===== src/hdl/pbu_pkg.sv =====
// ----------------------------------------------------------------------------
// pbu_pkg
// Types and constants shared by the pixel blend unit.
// ----------------------------------------------------------------------------
package pbu_pkg;

  localparam int PIX_W      = 8;
  localparam int OFFSET_W   = 9;
  localparam int GAIN_W     = 16;
  localparam int MODE_W     = 3;
  localparam int CFG_IDX_W  = 3;
  localparam int CFG_DATA_W = 16;
  localparam int NUM_CHAN   = 3;

  localparam logic [GAIN_W-1:0] GAIN_UNITY = 16'd256;

  typedef enum logic [MODE_W-1:0] {
    MODE_MULTIPLY = 3'd0,
    MODE_SCREEN   = 3'd1,
    MODE_OVERLAY  = 3'd2,
    MODE_SUBTRACT = 3'd3,
    MODE_ADD      = 3'd4,
    MODE_SCALE    = 3'd5
  } mode_t;

  typedef enum logic [CFG_IDX_W-1:0] {
    REG_BLEND_MODE   = 3'd0,
    REG_BLUE_OFFSET  = 3'd1,
    REG_GREEN_OFFSET = 3'd2,
    REG_RED_OFFSET   = 3'd3,
    REG_BLUE_GAIN    = 3'd4,
    REG_GREEN_GAIN   = 3'd5,
    REG_RED_GAIN     = 3'd6
  } reg_idx_t;

  typedef struct packed {
    logic [PIX_W-1:0] top_blue;
    logic [PIX_W-1:0] top_green;
    logic [PIX_W-1:0] top_red;
    logic [PIX_W-1:0] bottom_blue;
    logic [PIX_W-1:0] bottom_green;
    logic [PIX_W-1:0] bottom_red;
  } pix_in_t;

  typedef struct packed {
    logic [PIX_W-1:0] out_blue;
    logic [PIX_W-1:0] out_green;
    logic [PIX_W-1:0] out_red;
  } pix_out_t;

  // Per-channel view of the configuration.
  typedef struct packed {
    mode_t               mode;
    logic [OFFSET_W-1:0] offset;
    logic [GAIN_W-1:0]   gain;
  } chan_cfg_t;

endpackage


===== src/hdl/pbu_channel.sv =====
// ----------------------------------------------------------------------------
// pbu_channel
// Blend datapath for one color channel, purely combinational.
// ----------------------------------------------------------------------------
module pbu_channel (
  input  pbu_pkg::chan_cfg_t             cfg,
  input  logic [pbu_pkg::PIX_W-1:0]      a,
  input  logic [pbu_pkg::PIX_W-1:0]      b,
  output logic [pbu_pkg::PIX_W-1:0]      y
);
  import pbu_pkg::*;

  logic                invert;
  logic [PIX_W-1:0]    mul_x;
  logic [GAIN_W-1:0]   mul_y;
  logic [23:0]         prod;
  logic [16:0]         dnum;
  logic [16:0]         t;
  logic [24:0]         t257;
  logic [8:0]          q0;
  logic [16:0]         q0x255;
  logic [16:0]         rem;
  logic [8:0]          q;
  logic [PIX_W-1:0]    blend;
  logic [24:0]         scaled;
  logic [PIX_W-1:0]    scale_out;
  logic [9:0]          sum;
  logic [PIX_W-1:0]    add_out;
  logic [PIX_W-1:0]    sub_out;

  always_comb begin
    // screen and the upper half of overlay work on 255-x and complement back
    invert = (cfg.mode == MODE_SCREEN) || ((cfg.mode == MODE_OVERLAY) && b[PIX_W-1]);
    mul_x  = invert ? ~a : a;
    mul_y  = (cfg.mode == MODE_SCALE) ? cfg.gain
                                      : {{(GAIN_W-PIX_W){1'b0}}, (invert ? ~b : b)};
    prod   = {16'd0, mul_x} * {8'd0, mul_y};

    dnum = (cfg.mode == MODE_OVERLAY) ? {prod[15:0], 1'b0} : {1'b0, prod[15:0]};

    // round(n/255) == floor((n+127)/255); t*257>>16 is low by at most one
    t      = dnum + 17'd127;
    t257   = {8'd0, t} + {t, 8'd0};
    q0     = t257[24:16];
    q0x255 = {q0, 8'd0} - {8'd0, q0};
    rem    = t - q0x255;
    q      = q0 + {8'd0, (rem >= 17'd255)};
    blend  = invert ? ~q[PIX_W-1:0] : q[PIX_W-1:0];

    scaled    = {1'b0, prod} + 25'd128;
    scale_out = (|scaled[24:16]) ? {PIX_W{1'b1}} : scaled[15:8];

    // 10-bit two's complement covers -256..510
    sum     = {2'b00, a} + {cfg.offset[OFFSET_W-1], cfg.offset};
    add_out = sum[9] ? '0 : (sum[8] ? {PIX_W{1'b1}} : sum[7:0]);

    sub_out = (a > b) ? (a - b) : '0;

    case (cfg.mode)
      MODE_MULTIPLY,
      MODE_SCREEN,
      MODE_OVERLAY:  y = blend;
      MODE_SUBTRACT: y = sub_out;
      MODE_ADD:      y = add_out;
      MODE_SCALE:    y = scale_out;
      default:       y = a;
    endcase
  end

endmodule


===== src/hdl/pixel_blend_unit.sv =====
// ----------------------------------------------------------------------------
// pixel_blend_unit
// Per-pixel BGR blender: multiply, screen, overlay, subtract, add, scale.
// ----------------------------------------------------------------------------
// Pipeline: an accepted item passes the input register, then the result
//   register, and shows on result with done.
// Throughput: one item per clock; busy is low whenever rst is low.
// Reset (synchronous): pipeline emptied, mode multiply, offsets 0, gains 1.0.
// The receiver cannot stall; each result shows for exactly one cycle.
module pixel_blend_unit (
  input  logic                             clk,
  input  logic                             rst,
  input  logic                             start,
  output logic                             busy,
  input  pbu_pkg::pix_in_t                 pixel,
  output logic                             done,
  output pbu_pkg::pix_out_t                result,
  input  logic                             cfg_we,
  input  logic [pbu_pkg::CFG_IDX_W-1:0]    cfg_index,
  input  logic [pbu_pkg::CFG_DATA_W-1:0]   cfg_data
);
  import pbu_pkg::*;

  mode_t               blend_mode;
  logic [OFFSET_W-1:0] offset [NUM_CHAN];
  logic [GAIN_W-1:0]   gain   [NUM_CHAN];

  logic                stage_valid;
  pix_in_t             stage_pix;

  logic [PIX_W-1:0]    top_ch [NUM_CHAN];
  logic [PIX_W-1:0]    bot_ch [NUM_CHAN];
  logic [PIX_W-1:0]    out_ch [NUM_CHAN];
  chan_cfg_t           ch_cfg [NUM_CHAN];

  logic                accept;

  assign busy   = rst;
  assign accept = start && !busy;

  // configuration registers
  always_ff @(posedge clk) begin
    if (rst) begin
      blend_mode <= MODE_MULTIPLY;
      for (int i = 0; i < NUM_CHAN; i++) begin
        offset[i] <= '0;
        gain[i]   <= GAIN_UNITY;
      end
    end else if (cfg_we) begin
      case (cfg_index)
        REG_BLEND_MODE:   blend_mode <= mode_t'(cfg_data[MODE_W-1:0]);
        REG_BLUE_OFFSET:  offset[0]  <= cfg_data[OFFSET_W-1:0];
        REG_GREEN_OFFSET: offset[1]  <= cfg_data[OFFSET_W-1:0];
        REG_RED_OFFSET:   offset[2]  <= cfg_data[OFFSET_W-1:0];
        REG_BLUE_GAIN:    gain[0]    <= cfg_data[GAIN_W-1:0];
        REG_GREEN_GAIN:   gain[1]    <= cfg_data[GAIN_W-1:0];
        REG_RED_GAIN:     gain[2]    <= cfg_data[GAIN_W-1:0];
        default: ;
      endcase
    end
  end

  // valid bits
  always_ff @(posedge clk) begin
    if (rst) begin
      stage_valid <= 1'b0;
      done        <= 1'b0;
    end else begin
      stage_valid <= accept;
      done        <= stage_valid;
    end
  end

  // payload
  always_ff @(posedge clk) begin
    if (accept) begin
      stage_pix <= pixel;
    end
    if (stage_valid) begin
      result.out_blue  <= out_ch[0];
      result.out_green <= out_ch[1];
      result.out_red   <= out_ch[2];
    end
  end

  assign top_ch[0] = stage_pix.top_blue;
  assign top_ch[1] = stage_pix.top_green;
  assign top_ch[2] = stage_pix.top_red;
  assign bot_ch[0] = stage_pix.bottom_blue;
  assign bot_ch[1] = stage_pix.bottom_green;
  assign bot_ch[2] = stage_pix.bottom_red;

  for (genvar c = 0; c < NUM_CHAN; c++) begin : g_chan
    assign ch_cfg[c] = '{mode: blend_mode, offset: offset[c], gain: gain[c]};

    pbu_channel u_chan (
      .cfg (ch_cfg[c]),
      .a   (top_ch[c]),
      .b   (bot_ch[c]),
      .y   (out_ch[c])
    );
  end

endmodule


===== config.mk =====
export PLATFORM = sky130hd
export DESIGN_NAME = pixel_blend_unit
export DESIGN_NICKNAME = d
export VERILOG_FILES = /design/src/hdl/pbu_pkg.sv /design/src/hdl/pbu_channel.sv /design/src/hdl/pixel_blend_unit.sv
export SDC_FILE = /design/constraint.sdc
export NUM_CORES = 1
export LEC_CHECK = 0
export ABC_AREA = 1
export BUFFER_PORTS_ARGS = -buffer_cell sky130_fd_sc_hd__buf_2
export CORE_MARGIN = 5
export CORE_UTILIZATION = 50
export DETAILED_ROUTE_END_ITERATION = 8
export HOLD_SLACK_MARGIN = 0.05
export PLACE_DENSITY_LB_ADDON = 0.1
export SLEW_MARGIN = 20
export SYNTH_ARGS = -nofsm -noshare
export SYNTH_HDL_FRONTEND = slang
export SYNTH_SLANG_ARGS = --single-unit

===== constraint.sdc =====
create_clock -name clk -period 16.3 [get_ports clk]
set_clock_uncertainty 0.1 [all_clocks]
set_input_delay 0.815 -clock clk [delete_from_list [all_inputs] [get_ports clk]]
set_output_delay 0.815 -clock clk [all_outputs]
set_load 0.03 [all_outputs]

==> flow_metrics.env, run 1 <==
export IMPL_status="completed"
export IMPL_crit_slowest_cell="inv_4"
export IMPL_antenna_found_initial=4
export IMPL_setup_worst_path_end_class="flop"
export IMPL_synthesis_area_mm2=0.0300
export IMPL_final_cell_area_mm2=0.0319
export IMPL_min_path_type="input pin to flop"
export IMPL_cp_required_ns=16.42
export IMPL_syn_inst=4246
export IMPL_cts_clk_slew_worst_paths_ns=0.08
export IMPL_avgSynthCellArea_um2=7.07
export IMPL_area_delta_synth_final_pct=6.17
export IMPL_start_util=0.507
export IMPL_cp_max_fo=54
export IMPL_ioPinCount=97
export IMPL_hold_violations=0
export IMPL_slew_violations=0
export IMPL_dp_hpwl_um=72500
export IMPL_setup_viol=0
export IMPL_max_freq_mhz=77.0
export IMPL_clkLatencyLatePin_ns=0.48
export IMPL_fin_ws_ns=3.32
export IMPL_drc_errors=0
export IMPL_ys_warn_count=0
export IMPL_cp_arrival_ns=13.10
export IMPL_slew_headroom=0.399
export IMPL_timing_setup_tns_ns=0
export IMPL_ys_ff_latch=152
export IMPL_vias=26900
export IMPL_cts_repair_resized=0
export IMPL_grt_ovfl_total=0
export IMPL_clk_path_buf_depth=2
export IMPL_seqCellArea_mm2=0.00451
export IMPL_final_cell_mix="915 x nand2_1, 843 x inv_1, 524 x nor2_1, 306 x ha_1, 261 x fa_1"
export IMPL_die_y_um=255
export IMPL_synth_flop_cell="edfxtp_1"
export IMPL_fin_nets=4951
export IMPL_hold_buffers=0
export IMPL_placed_cell_area_mm2=0.0312
export IMPL_post_cts_buffers=0
export IMPL_synthArstFlopShare=0
export IMPL_numCtsBuffers=17
export IMPL_post_route_period_util=0.796
export IMPL_final_common_cell="nand2_1"
export IMPL_crit_type="flop to flop"
export IMPL_dp_slack_ns=3.39
export IMPL_period_minus_slack_ns=12.98
export IMPL_tritoncts="yes"
export IMPL_drt_pass1_iter_count=5
export IMPL_grt_pass1_wl_um=138000
export IMPL_io_buffers=96
export IMPL_wl_per_cell_um=16.9
export IMPL_ant_nets=0
export IMPL_multi_input_area_mm2=0.0219
export IMPL_syn_nets=4884
export IMPL_ys_types=63
export IMPL_grt_pass1_vias=26200
export IMPL_grt_util_all_layers=0.268
export IMPL_ys_seq_area_frac=0.150
export IMPL_h_tree_depth=4
export IMPL_fill_cells=5922
export IMPL_cts_sinks=152
export IMPL_layout_drive_gt1_share=0.0834
export IMPL_rows=89
export IMPL_cts_root_buffer="clkbuf_16"
export IMPL_die_w_um=255
export IMPL_routed_wl_um=86100
export IMPL_grt_start_max_net_pins=55
export IMPL_cpMostUsedCell="nand2_1"
export IMPL_rsz0062_at_grt="false"
export IMPL_cp_slowest_stage_delay_ns=0.67
export IMPL_critPathLaunchType="flop"
export IMPL_avgViaCountPerCell=5.27
export IMPL_synth_edf_count=147
export IMPL_max_cap_viol_count=0
export IMPL_gp_congestion=0.943
export IMPL_fp_coreArea_mm2=0.0592
export IMPL_tightest_slew_ns=0.899
export IMPL_drtIter0Drc=1808
export IMPL_floorplan_die_area_mm2=0.0650
## cells in the mapped netlist (39+ instances only)
| master | count | area (µm²) |
|---|---|---|
| nand2_2 | 47 | 294 |
| ha_1 | 306 | 3830 |
| nor3_1 | 39 | 195 |
| a21oi_1 | 168 | 841 |
| nand3_1 | 245 | 1230 |
| edfxtp_1 | 147 | 4410 |
| nand2_1 | 915 | 3430 |
| nor2_1 | 525 | 1970 |
| nand4_1 | 92 | 576 |
| inv_1 | 843 | 3160 |
| o21ai_0 | 101 | 505 |
| xor2_1 | 139 | 1220 |
| o21ai_1 | 41 | 205 |
| fa_1 | 261 | 5230 |
## metal layers
metal	up-vias	global-route usage	routed length (µm)
met5	-	0	0
met4	0	0.0725	2310
met3	111	0.0497	5970
met2	728	0.434	39100
met1	12600	0.370	38700
li1	13500	-	-
## final cells by class
type	instances	share of cell area
Tap cell	773	0.0304
Clock inverter	15	0.00597
Multi-Input combinational cell	3153	0.687
Sequential cell	152	0.142
Inverter	887	0.105
Clock buffer	17	0.0134
Timing Repair Buffer	102	0.0165
Antenna cell	5	0.000393
## cell families after synthesis
logic type / share of synthesized area
AO/OA/AOI/OAI: 0.0773
buffers and inverters: 0.120
adder cells (fa/ha/maj): 0.302
AND/OR/NAND/NOR: 0.298
flip-flops: 0.150
XOR/XNOR: 0.0518
## stage by stage
step / utilization / std cells / hold WS [ns]
3_3_place_gp: 0.527 / 5067 / 0.558
4_1_cts: 0.538 / 5099 / 0.383
6_report: 0.538 / 5104 / 0.405
3_5_place_dp: 0.527 / 5067 / 0.558
2_1_floorplan: - / 4246 / 0.508
5_1_grt: 0.538 / 5100 / 0.390
## worst max-delay path, delay by kind of cell (launching register included)
kind	cells	cell delay, ns
buffers and inverters	11	1.54
AOI/OAI and AO/OA	9	1.96
and+or+nand+nor	27	3.66
DFF	1	0.57
adders and majority gates	11	4.04
xor gates and xnor gates	3	0.77
## state kept, by name, summed over array words and instances (netlist names)
register and count:
blend_mode 3, bot_ch 24, done 1, gain 48, offset 27, result 24
stage_pix 24, stage_valid 1
## path summary, 6_finish.rpt
| path | endpoint | slack [ns] | depth (start not counted) | from |
|---|---|---|---|---|
| worst max-delay path | result[22] | 3.32 | 61 | blend_mode[1] |
| worst min-delay path | stage_pix[24] | 0.41 | 1 | pixel[24] |
| worst max register to register | result[22] | 3.32 | 61 | blend_mode[1] |
| worst min register to register | blend_mode[0] | 0.60 | 2 | blend_mode[0] |
Power of run 1 is not shown: default switching activity piles up to over one toggle a cycle in this logic, so the estimate is an artifact.
==> run 2: changes to the inputs <==
- clock period: 16.3 -> 11.6 ns (I/O delays scaled with it)
==> flow_metrics.env, run 2 (synthesis results as in run 1) <==
export IMPL_routed_wl_um=86400
export IMPL_rrSetupSlack_ns=0.54
export IMPL_cp_arrival_ns=11.17
export IMPL_wl_per_cell_um=16.6
export IMPL_setup_viol=0
export IMPL_hold_buffers=0
export IMPL_fp_coreArea_mm2=0.0592
export IMPL_crit_path_end="result[14]"
export IMPL_numCtsBuffers=17
export IMPL_cts_sinks=152
export IMPL_crit_buf_inv=11
export IMPL_critPathLaunchType="flop"
export IMPL_final_common_cell="nand2_1"
export IMPL_area_delta_synth_final_pct=10.8
export IMPL_ant_nets=0
export IMPL_period_minus_slack_ns=11.06
export IMPL_max_freq_mhz=90.4
export IMPL_fin_cells=5201
export IMPL_setup_worst_path_end_class="flop"
export IMPL_r2r_start="blend_mode[0]"
export IMPL_floorplan_die_area_mm2=0.0650
export IMPL_antenna_found_initial=1
export IMPL_max_cap_viol_count=0
export IMPL_final_util=0.561
export IMPL_start_util=0.507
export IMPL_tightest_slew_ns=0.727
export IMPL_min_path_type="input pin to flop"
export IMPL_largest_registers="gain (48), offset (27)"
export IMPL_fin_nets=5052
export IMPL_dp_hpwl_um=72900
export IMPL_grt_ovfl_total=0
export IMPL_crit_start="blend_mode[0]"
export IMPL_clkLatencyLatePin_ns=0.46
export IMPL_grt_start_max_net_pins=54
export IMPL_die_w_um=255
export IMPL_clk_path_buf_depth=2
export IMPL_post_route_period_util=0.954
export IMPL_rr_worst_depth=64
export IMPL_top_register="gain"
export IMPL_largest_register_ff_count=48
export IMPL_gp_congestion=0.962
export IMPL_cpMostUsedCell="nand2_1"
export IMPL_cp_slowest_stage_delay_ns=0.53
export IMPL_ioPinCount=97
export IMPL_final_cell_mix="893 x nand2_1, 828 x inv_1, 510 x nor2_1, 281 x ha_1, 261 x fa_1"
export IMPL_slew_violations=0
export IMPL_grt_pass1_vias=25700
export IMPL_slew_headroom=0.514
export IMPL_grt_pass1_wl_um=135000
export IMPL_drtIter0Drc=2030
export IMPL_timing_rr_end="result[14]"
export IMPL_h_tree_depth=4
export IMPL_vias=27600
export IMPL_layout_drive_gt1_share=0.134
export IMPL_drc_errors=0
export IMPL_avgViaCountPerCell=5.31
export IMPL_rows=89
export IMPL_io_buffers=96
export IMPL_tritoncts="yes"
export IMPL_cp_required_ns=11.70
export IMPL_cp_max_fo=15
export IMPL_rsz0062_at_grt="true"
export IMPL_cts_root_buffer="clkbuf_16"
export IMPL_cts_clk_slew_worst_paths_ns=0.07
export IMPL_dp_cells=5135
export IMPL_crit_type="flop to flop"
export IMPL_drt_pass1_iter_count=8
export IMPL_status="completed"
export IMPL_crit_slowest_cell="fa_1"
export IMPL_critical_path_top_delay_family="adder cells"
export IMPL_die_y_um=255
export IMPL_grt_util_all_layers=0.259
export IMPL_hold_violations=0
export IMPL_cp_depth=64
run 2: worst register-to-register path: cells and delay by family (launching register included):
kind / cells / cell delay, ns
buf+inv: 11 / 1.00
simple gates: 29 / 3.46
xor+xnor: 2 / 0.39
fa+ha+maj: 11 / 4.09
compound gates: 11 / 1.39
flops: 1 / 0.39
run 2: repair_timing:
action / CTS / global route
endpoints found under the setup margin: 6 / 24
gates resized for setup: 6 / 167
cloned: 0 / 5
setup buffers: 0 / 28
pin swaps: 0 / 27
run 2: how the worst min path moves through the flow:
stage / depth (start not counted) / start / endpoint
finish: 1 / pixel[38] / stage_pix[38]
detailed placement: 2 / blend_mode[0] / blend_mode[0]
CTS: 1 / pixel[38] / stage_pix[38]
floorplan: 2 / blend_mode[0] / blend_mode[0]
global placement: 2 / blend_mode[0] / blend_mode[0]
global route: 1 / pixel[15] / bot_ch[15]
run 2: layout make-up:
class                   count  area [µm²]
multi-input cells        3158       22600
well taps                 773         967
diodes                      1        2.50
clock inverters            15         133
fillers                  5884       26000
inverters                 887        3340
repair buffers            198        1290
flip-flops and latches    152        4530
clock buffers              17         425
run 2: per-layer routing:
metal / vias up / GRT usage / wire length [µm]
li1: 13700 / - / -
met1: 12900 / 0.366 / 38200
met2: 923 / 0.418 / 39400
met3: 131 / 0.0427 / 6490
met4: 0 / 0.0638 / 2320
met5: - / 0 / 0
run 2: through the flow:
step	hold slack [ns]	TNS, ns	setup slack, ns	cell area [µm²]
after global placement	0.558	-0.176	-0.149	31800
after detailed placement	0.550	-0.778	-0.288	31800
final	0.194	0	0.537	33200
after CTS	0.182	0	0.0145	32300
after floorplan	0.508	0	1.10	30000
after global routing	0.175	-0.481	-0.160	33200
Power of run 2 is left out for the same reason.
